==> src/design/nfmp_pkg.sv <==
// Package for the nearest feasible material projection unit.
// Holds the controller state type, register and operation codes and shared widths.
// No dependencies.
`timescale 1ns / 1ps

package nfmp_pkg;

    localparam int ENERGY_W = 160;
    localparam int CFG_AW   = 3;
    localparam int S_DW     = 104;
    localparam int M_DW     = 104;

    typedef enum logic [4:0] {
        ST_IDLE  = 5'b00001,
        ST_SCAN  = 5'b00010,
        ST_DRAIN = 5'b00100,
        ST_FETCH = 5'b01000,
        ST_LOAD  = 5'b10000
    } t_state;

    typedef enum logic [CFG_AW-1:0] {
        CFG_COEF_STRETCH = 3'd0,
        CFG_COEF_BEND    = 3'd1,
        CFG_ENTRIES_USED = 3'd2,
        CFG_STRETCH_LOW  = 3'd3,
        CFG_STRETCH_HIGH = 3'd4,
        CFG_CURV_LOW     = 3'd5,
        CFG_CURV_HIGH    = 3'd6
    } t_cfg_reg;

    localparam logic FUNC_QUERY = 1'b0;
    localparam logic FUNC_WRITE = 1'b1;

endpackage

==> src/design/nfmp_best.sv <==
// Running minimum cell: keeps the least distance and its index over a scan.
// Uses nfmp_pkg for the distance width.
`timescale 1ns / 1ps

module nfmp_best #(
    parameter int AW = 8
) (
    input  logic                          i_clk,
    input  logic                          i_rst_n,
    input  logic                          i_start,
    input  logic                          i_valid,
    input  logic [AW-1:0]                 i_idx,
    input  logic [nfmp_pkg::ENERGY_W-1:0] i_dist,
    output logic                          o_have,
    output logic [AW-1:0]                 o_idx
);

    logic                          r_have;
    logic [AW-1:0]                 r_idx;
    logic [nfmp_pkg::ENERGY_W-1:0] r_dist;
    logic                          w_take;

    assign w_take = i_valid && (!r_have || (i_dist < r_dist));

    always_ff @(posedge i_clk) begin
        if (!i_rst_n) begin
            r_have <= 1'b0;
            r_idx  <= '0;
        end else if (i_start) begin
            r_have <= 1'b0;
            r_idx  <= '0;
        end else if (w_take) begin
            r_have <= 1'b1;
            r_idx  <= i_idx;
        end
    end

    always_ff @(posedge i_clk) begin
        if (w_take) begin
            r_dist <= i_dist;
        end
    end

    assign o_have = r_have;
    assign o_idx  = r_idx;

endmodule

==> config.mk <==
export PLATFORM = sky130hd
export DESIGN_NAME = nfmp_best
export DESIGN_NICKNAME = d
export VERILOG_FILES = /design/src/design/nfmp_pkg.sv /design/src/design/nfmp_best.sv
export SDC_FILE = /design/constraint.sdc
export NUM_CORES = 1
export LEC_CHECK = 0
export ABC_AREA = 1
export BUFFER_PORTS_ARGS = -buffer_cell sky130_fd_sc_hd__buf_2
export CAP_MARGIN = 15
export CORE_MARGIN = 4
export CORE_UTILIZATION = 56
export CTS_BUF_LIST = sky130_fd_sc_hd__clkbuf_2 sky130_fd_sc_hd__clkbuf_4 sky130_fd_sc_hd__clkbuf_8
export DETAILED_ROUTE_END_ITERATION = 8
export MAX_ROUTING_LAYER = met4
export PLACE_DENSITY_LB_ADDON = 0.15
export SYNTH_ARGS = -nofsm -noshare
export SYNTH_HDL_FRONTEND = slang
export SYNTH_SLANG_ARGS = --single-unit
==> constraint.sdc <==
create_clock -name i_clk -period 19.9 [get_ports i_clk]
set_input_delay 0.995 -clock i_clk [delete_from_list [all_inputs] [get_ports i_clk]]
set_output_delay 0.995 -clock i_clk [all_outputs]
set_load 0.01 [all_outputs]
# After elaboration in Yosys (flattened, before gate mapping)
# Cells that the tools add are included.
# classes
order_cmp	1
bitwise_logic	1
reduce_logical	4
# ops
operator	n
less-than comparator 160 bit	1
OR reduction 2 bit	1
logical AND 1 bit	1
logical NOT 1 bit	1
logical OR 1 bit	1
inverter 1 bit	1
# word_totals
reg_bits	169

# Depth between registers and ports, before layout
# Gate-level depths: netlist of run 1.
# logic_depth
depth_word	3
mapped_depth	21

# Least setup slack after synthesis of run 1
# OpenSTA, ideal clock, no wires.
# synth_timing
kind	input -> register
startpoint	input port i_dist[103] (netlist bit)
endpoint	register r_dist[0] (netlist bit) (enable)
t_arrival_ns	13.453
setup_slack_ns	5.524
path_stages	11
cell_sequence	ha_1 a21o_1 nor2_1 nand2_1 nand2_1 nand2_1 nand2_1 nand2_1 a21oi_1 nand3_2 a21boi_0
# synth_between
elab_chain_len	3
# synth_rtl
element	line_no	rtl
start, declared	nfmp_best.sv:13	input logic [nfmp_pkg::ENERGY_W-1:0] i_dist,
less-than comparator 160 bit	nfmp_best.sv:23	assign w_take = i_valid && (!r_have || (i_dist < r_dist));
logical OR 1 bit	nfmp_best.sv:23	
logical AND 1 bit	nfmp_best.sv:23	
via w_take	nfmp_best.sv:21	logic w_take;
end signal, assigned	nfmp_best.sv:40	r_dist <= i_dist;
end, declared	nfmp_best.sv:20	logic [nfmp_pkg::ENERGY_W-1:0] r_dist;
# The timed path passes the listed nets, and every way through them passes these cells.
# A chain may end at the register's enable or synchronous reset.

# Worst setup path after layout of run 1
# layout_timing
startpoint	input port i_dist[29] (netlist bit)
endpoint	register r_dist[93] (netlist bit) (enable)
# Same word-level chain as after synthesis.

==> impl_metrics.ini, run 1 <==
[floorplan]
die_area_um2 = 19000
ioPinCount = 181
coreArea_um2 = 16600
die_width_um = 138
row_count = 47
fp.dieH_um = 138
start_util_pct = 57.1

[power_and_ir_drop]
seq_power_share_pct = 55.2
power.switching_mw = 0.194
intPower_mw = 0.565
pwr-share-comb_pct = 15.0
p_per_area_nw_per_um2 = 68.8
sw_frac_of_total_pct = 25.6
power_leakage_nw = 5.67
p_clk_share_pct = 29.8
ir_drop_uv = 41.1

[timing]
final.setup.tns_ns = 0
max_freq_mhz = 273
finalSetupViolCount = 0
tightest_slew_ns = 0.779
setup_ws_ns = 16.24
hold_viol = 0
drv_slew = 0
grt_setup_unrepaired = false
layout_min_cycle_time_ns = 3.66
timing.final.crit_share_pct = 18.4
max-slew-margin-rel_pct = 48.1
finClkSkew_ns = 0.0131

[routing]
drt_iter0_markers = 302
wl_um = 17200
dr.pass1.iters = 4
vias = 6422
route.detailed.wl_per_inst_um = 12.8
routed_via_density = 4.76
drc = 0
ant_nets = 0

[setup_path]
crit_family = buffers and inverters
critPathMaxStageDelay_ns = 0.70
path_buf_inv = 3
end_kind = flip-flop
cpMaxStageDelayCell = buf_4
crit_path_cell_trace = buf_2 > ha_1 > a21oi_1 > o21ai_0 > a21oi_1 > a21boi_0 > nand2_1 > nand2_1 > nand3_2 > a21boi_4 > buf_4 > buf_4
crit_fanout = 60
arrival_ns = 3.73
startpoint_type = input port
path_class = in2reg
ff2ff_setup_slack_ns = 16.52
required_ns = 19.97

[placed_design]
io_buffers = 180
gp_congestion = 0.787
post-dp-hpwl_um = 13600
post-place-ws_ns = 15.76

[cells_and_area]
fin_util_pct = 66.5
fill_cells = 1334
nNetsFinal = 1439
multiInputGateArea_um2 = 3700
syn2layout_area_growth_pct = 16.5
seq_area_um2 = 4980
drive_above_1_share_pct = 20.0

[clocking]
cts_tree = done
cts_made_buffers = 17
clk_pin_slew_worst_paths_ns = 0.08
cts_resized = 0
numClockSinks = 169
ctsHoldBuffers = 0
htree_levels = 4
postCtsSetupBuffers = 0
cts_root_buffer = clkbuf_8
clk_latency_ns = 0.45
clockBufferDepth = 2

[synthesis]
syn_nets = 1240
synth_ff_type = edfxtp_1
synth_top_cell_area_share_pct = 50.8
synth_area_leaders = edfxtp_1, ha_1, inv_1, nand2_1, a21oi_1
synth_area_um2 = 9470
yosys_warnings = 0
synth_seq_area_share_pct = 52.7
synth-seq-cells = 169
synth_common_cells = inv_1, nand2_1, edfxtp_1
yosysMostFrequentCell = inv_1
synth.distinct_cells = 25
synth_top_cell_by_area = edfxtp_1
avgSynthCellArea_um2 = 10.4
synth-edff-count = 160
async_reset_ff_share_pct = 0
synth_cells = 909

[hold_path]
holdCritPathClass = reg2reg

[grt]
grt_max_degree = 61
antenna_found_initial = 6
track_usage_pct = 19.0
grt.overflow.total = 0
grt_pass1_vias = 6178
grt_pass1_wl_um = 28700

[run]
drv_cap = 0

[run_status]
status = completed
registers in the layout, indices dropped and copies added, names as in the netlist:
register and flops:
o_idx 8, r_dist 160, o_have 1
through the flow:
| step | area [um^2] | power, mW | cells | hold WS (ns) |
|---|---|---|---|---|
| CTS | 11000 | 0.770 | 1341 | 0.485 |
| finish | 11000 | 0.760 | 1349 | 0.488 |
| floorplan | 9470 | 0.508 | 909 | 0.519 |
| global placement | 10700 | 0.539 | 1309 | 0.454 |
| detailed placement | 10700 | 0.543 | 1309 | 0.465 |
| global route | 11000 | 0.808 | 1347 | 0.523 |
cell families after synthesis:
family / after synthesis / share of synthesized area [%]
buffers and inverters: 207 / 8.33
DFF: 169 / 52.7
adders and majority gates: 159 / 21.0
AOI/OAI and AO/OA: 110 / 6.26
and+or+nand+nor: 264 / 11.7
path summary, 6_finish.rpt:
check	end	startpoint	cells after the start
max	r_dist[93]	i_dist[29]	12
min	o_idx[0]	o_idx[0]	2
max reg2reg	r_dist[93]	r_dist[31]	12
min reg2reg	o_idx[0]	o_idx[0]	2
cell type report:
cell class              instances  area share, %
diodes                          8          0.181
inverters                     204           6.94
clock buffers                  20           2.32
repair buffers                183           8.37
clock inverters                12          0.930
multi-input cells             533           33.6
flip-flops and latches        169           45.2
well taps                     220           2.49
cell usage in the layout (no fill, tap or decap), types with 4 or more instances in the layout:
master	count
a21o_1	6
a21oi_1	79
buf_2	180
clkbuf_8	17
clkinv_2	4
dfxtp_1	9
diode_2	8
edfxtp_1	160
ha_1	159
inv_1	204
nand2_1	167
nand3_1	19
nand4_1	13
nor2_1	51
o21a_1	8
o21ai_0	14
power groups by stage:
| stage | combinational [mW] | sequential, mW | clock (mW) |
|---|---|---|---|
| 2_1_floorplan | 0.0727 | 0.435 | 0 |
| 3_5_place_dp | 0.115 | 0.428 | 0 |
| 4_1_cts | 0.116 | 0.419 | 0.234 |
| 5_1_grt | 0.136 | 0.421 | 0.251 |
| 6_report | 0.114 | 0.419 | 0.226 |
| 3_3_place_gp | 0.112 | 0.427 | 0 |
worst register-to-register path, stage by stage, from the launching register on:
cell and delay [ns]:
edfxtp_1 0.38, inv_1 0.07, ha_1 0.23, a21oi_1 0.14, o21ai_0 0.11, a21oi_1 0.16, a21boi_0 0.19, nand2_1 0.13
nand2_1 0.10, nand3_2 0.14, a21boi_4 0.16, buf_4 0.45, buf_4 0.70
routing by layer:
metal	vias to the layer above	wire, um	global-route usage (%)
li1	3451	-	-
met1	2805	8300	25.4
met2	146	7590	28.4
met3	20	1080	5.52
met4	0	259	6.14
met5	-	0	-
No activity file was read; power rests on OpenSTA's default activity.
==> run 2: changes to the inputs <==
ABC_AREA = 0   (was 1)
CORE_UTILIZATION = 52   (was 56)
clock period = 3.3 ns   (was 19.9 ns; I/O delays follow)
==> impl_metrics.ini, run 2 <==
[synthesis]
synth_ff_type = edfxtp_1
yosys_warnings = 0
synth_area_leaders = edfxtp_1, ha_1, inv_1, a21oi_1, nand2_1
synth.distinct_cells = 40
synth_top_cell_area_share_pct = 52.2
synth_cells = 778
synth_top_cell_by_area = edfxtp_1
syn_nets = 1109
async_reset_ff_share_pct = 0
synth-edff-count = 160
yosysMostFrequentCell = inv_1
synth-seq-cells = 169
synth_area_um2 = 9200
synth_seq_area_share_pct = 54.2
avgSynthCellArea_um2 = 11.8
synth_common_cells = inv_1, edfxtp_1, ha_1

[routing]
drt_iter0_markers = 261
ant_nets = 0
routed_via_density = 5.00
wl_met3_um = 906
drc = 0
dr.pass1.iters = 5
drt-met1-wl_um = 9200
top_layer_used = met4
route.detailed.wl_per_inst_um = 15.3
wl_um = 21200
vias = 6950
met2WireLength_um = 10900

[timing]
setup_ws_ns = 0.170
finClkSkew_ns = 0.0213
timing.final.crit_share_pct = 94.9
grt_setup_unrepaired = false
drv_slew = 0
layout_min_cycle_time_ns = 3.13
tightest_slew_ns = 1.03
finalSetupViolCount = 0
max_freq_mhz = 319
hold_viol = 0
max-slew-margin-rel_pct = 31.0
final.setup.tns_ns = 0

[cells_and_area]
fill_cells = 1231
seq_area_um2 = 4980
nNetsFinal = 1483
drive_above_1_share_pct = 19.2
largest_reg_flops = 160
antenna_cells = 0
top_register = r_dist
multiInputGateArea_um2 = 3590
final_common_cell = buf_2
final_cell_mix = buf_2, dlygate4sd3_1, inv_1
syn2layout_area_growth_pct = 37.0

[clocking]
cts_root_buffer = clkbuf_8
htree_levels = 4
cts_made_buffers = 17
clk_latency_ns = 0.45
cts_tree = done
numClockSinks = 169
clk_pin_slew_worst_paths_ns = 0.09
postCtsSetupBuffers = 0
clockBufferDepth = 2
cts_resized = 0
ctsHoldBuffers = 169

[floorplan]
die_width_um = 141
start_util_pct = 53.2
die_area_um2 = 19900
coreArea_um2 = 17300
ioPinCount = 181
fp.dieH_um = 141
row_count = 48

[grt]
grt_max_degree = 41
track_usage_pct = 22.4
grt_pass1_vias = 7227
grt_pass1_wl_um = 34600
antenna_found_initial = 0
grt.overflow.total = 0

[power_and_ir_drop]
p_per_area_nw_per_um2 = 431
power_leakage_nw = 6.03
ir_drop_uv = 303

[placed_design]
post-place-ws_ns = 0.167
gp_congestion = 0.802
post-dp-hpwl_um = 14300
io_buffers = 180

[setup_path]
cpMaxStageDelayCell = dlygate4sd3_1
critPathMaxStageDelay_ns = 0.54
required_ns = 3.49
path_class = in2reg
crit_family = buffers and inverters
path_buf_inv = 4
startpoint_type = input port
end_kind = flip-flop
crit_fanout = 34
arrival_ns = 3.32
ff2ff_setup_slack_ns = 0.19
crit_path_cell_trace = dlygate4sd3_1 > buf_2 > ha_1 > nand4_1 > nor4_1 > nand2_1 > nor4_1 > o31ai_1 > a31oi_1 > o221ai_4 > buf_12 > buf_12

[run_status]
status = completed

[run]
drv_cap = 0

[hold_path]
holdCritPathClass = in2reg
-- run 2: report_power, final --
group | switching (mW) | leakage, nW | internal [mW] | total [mW]
clock network | 0.754 | 0.205 | 0.748 | 1.50
registers | 0.0616 | 1.69 | 2.64 | 2.70
logic | 0.646 | 4.14 | 0.582 | 1.23
total | 1.46 | 6.03 | 3.97 | 5.43
-- run 2: stage by stage --
step	total power [mW]	cell area, um^2	hold WS (ns)	utilization (%)	instances
2_1_floorplan	3.40	9200	0.264	-	778
3_3_place_gp	3.76	10500	0.360	60.8	1189
3_5_place_dp	3.80	10500	0.363	60.8	1189
4_1_cts	5.45	12600	0.177	72.9	1389
5_1_grt	5.75	12600	0.217	72.9	1389
6_report	5.43	12600	0.207	72.9	1389
-- run 2: final timing paths --
path	from	endpoint	cells after the start
setup / recovery	i_dist[46]	r_dist[52]	12
hold / removal	i_start	o_have	3
setup reg to reg	r_dist[47]	r_dist[52]	11
hold reg to reg	o_idx[6]	o_idx[6]	2
-- run 2: cell families (layout without fill, tap and decap cells) --
kind of cell / after synthesis / after routing / share of synthesized area [%]
mux: 8 / 8 / 0.871
fa+ha+maj: 159 / 159 / 21.6
compound gates: 128 / 128 / 8.46
flops: 169 / 169 / 54.2
simple gates: 146 / 146 / 7.92
buf+inv: 168 / 554 / 6.94
-- run 2: area by class of cell --
type / instances / share of cell area (%)
Multi-Input combinational cell: 441 / 28.5
Inverter: 165 / 4.91
Clock inverter: 13 / 1.21
Sequential cell: 169 / 39.6
Clock buffer: 18 / 1.92
Timing Repair Buffer: 358 / 21.7
Tap cell: 225 / 2.23
-- run 2: worst register-to-register path: cells and delay by family, from the launching register on --
kind | cells | cell delay, ns
AND/OR/NAND/NOR | 4 | 1.03
adder cells (fa/ha/maj) | 1 | 0.29
buffers and inverters | 3 | 0.41
flip-flops | 1 | 0.34
AO/OA/AOI/OAI | 3 | 0.77
-- run 2: layer usage --
metal | GRT usage (%) | vias to the layer above
li1 | - | 3549
met1 | 27.5 | 3211
met2 | 38.4 | 169
met3 | 4.65 | 21
met4 | 5.30 | 0
met5 | - | -
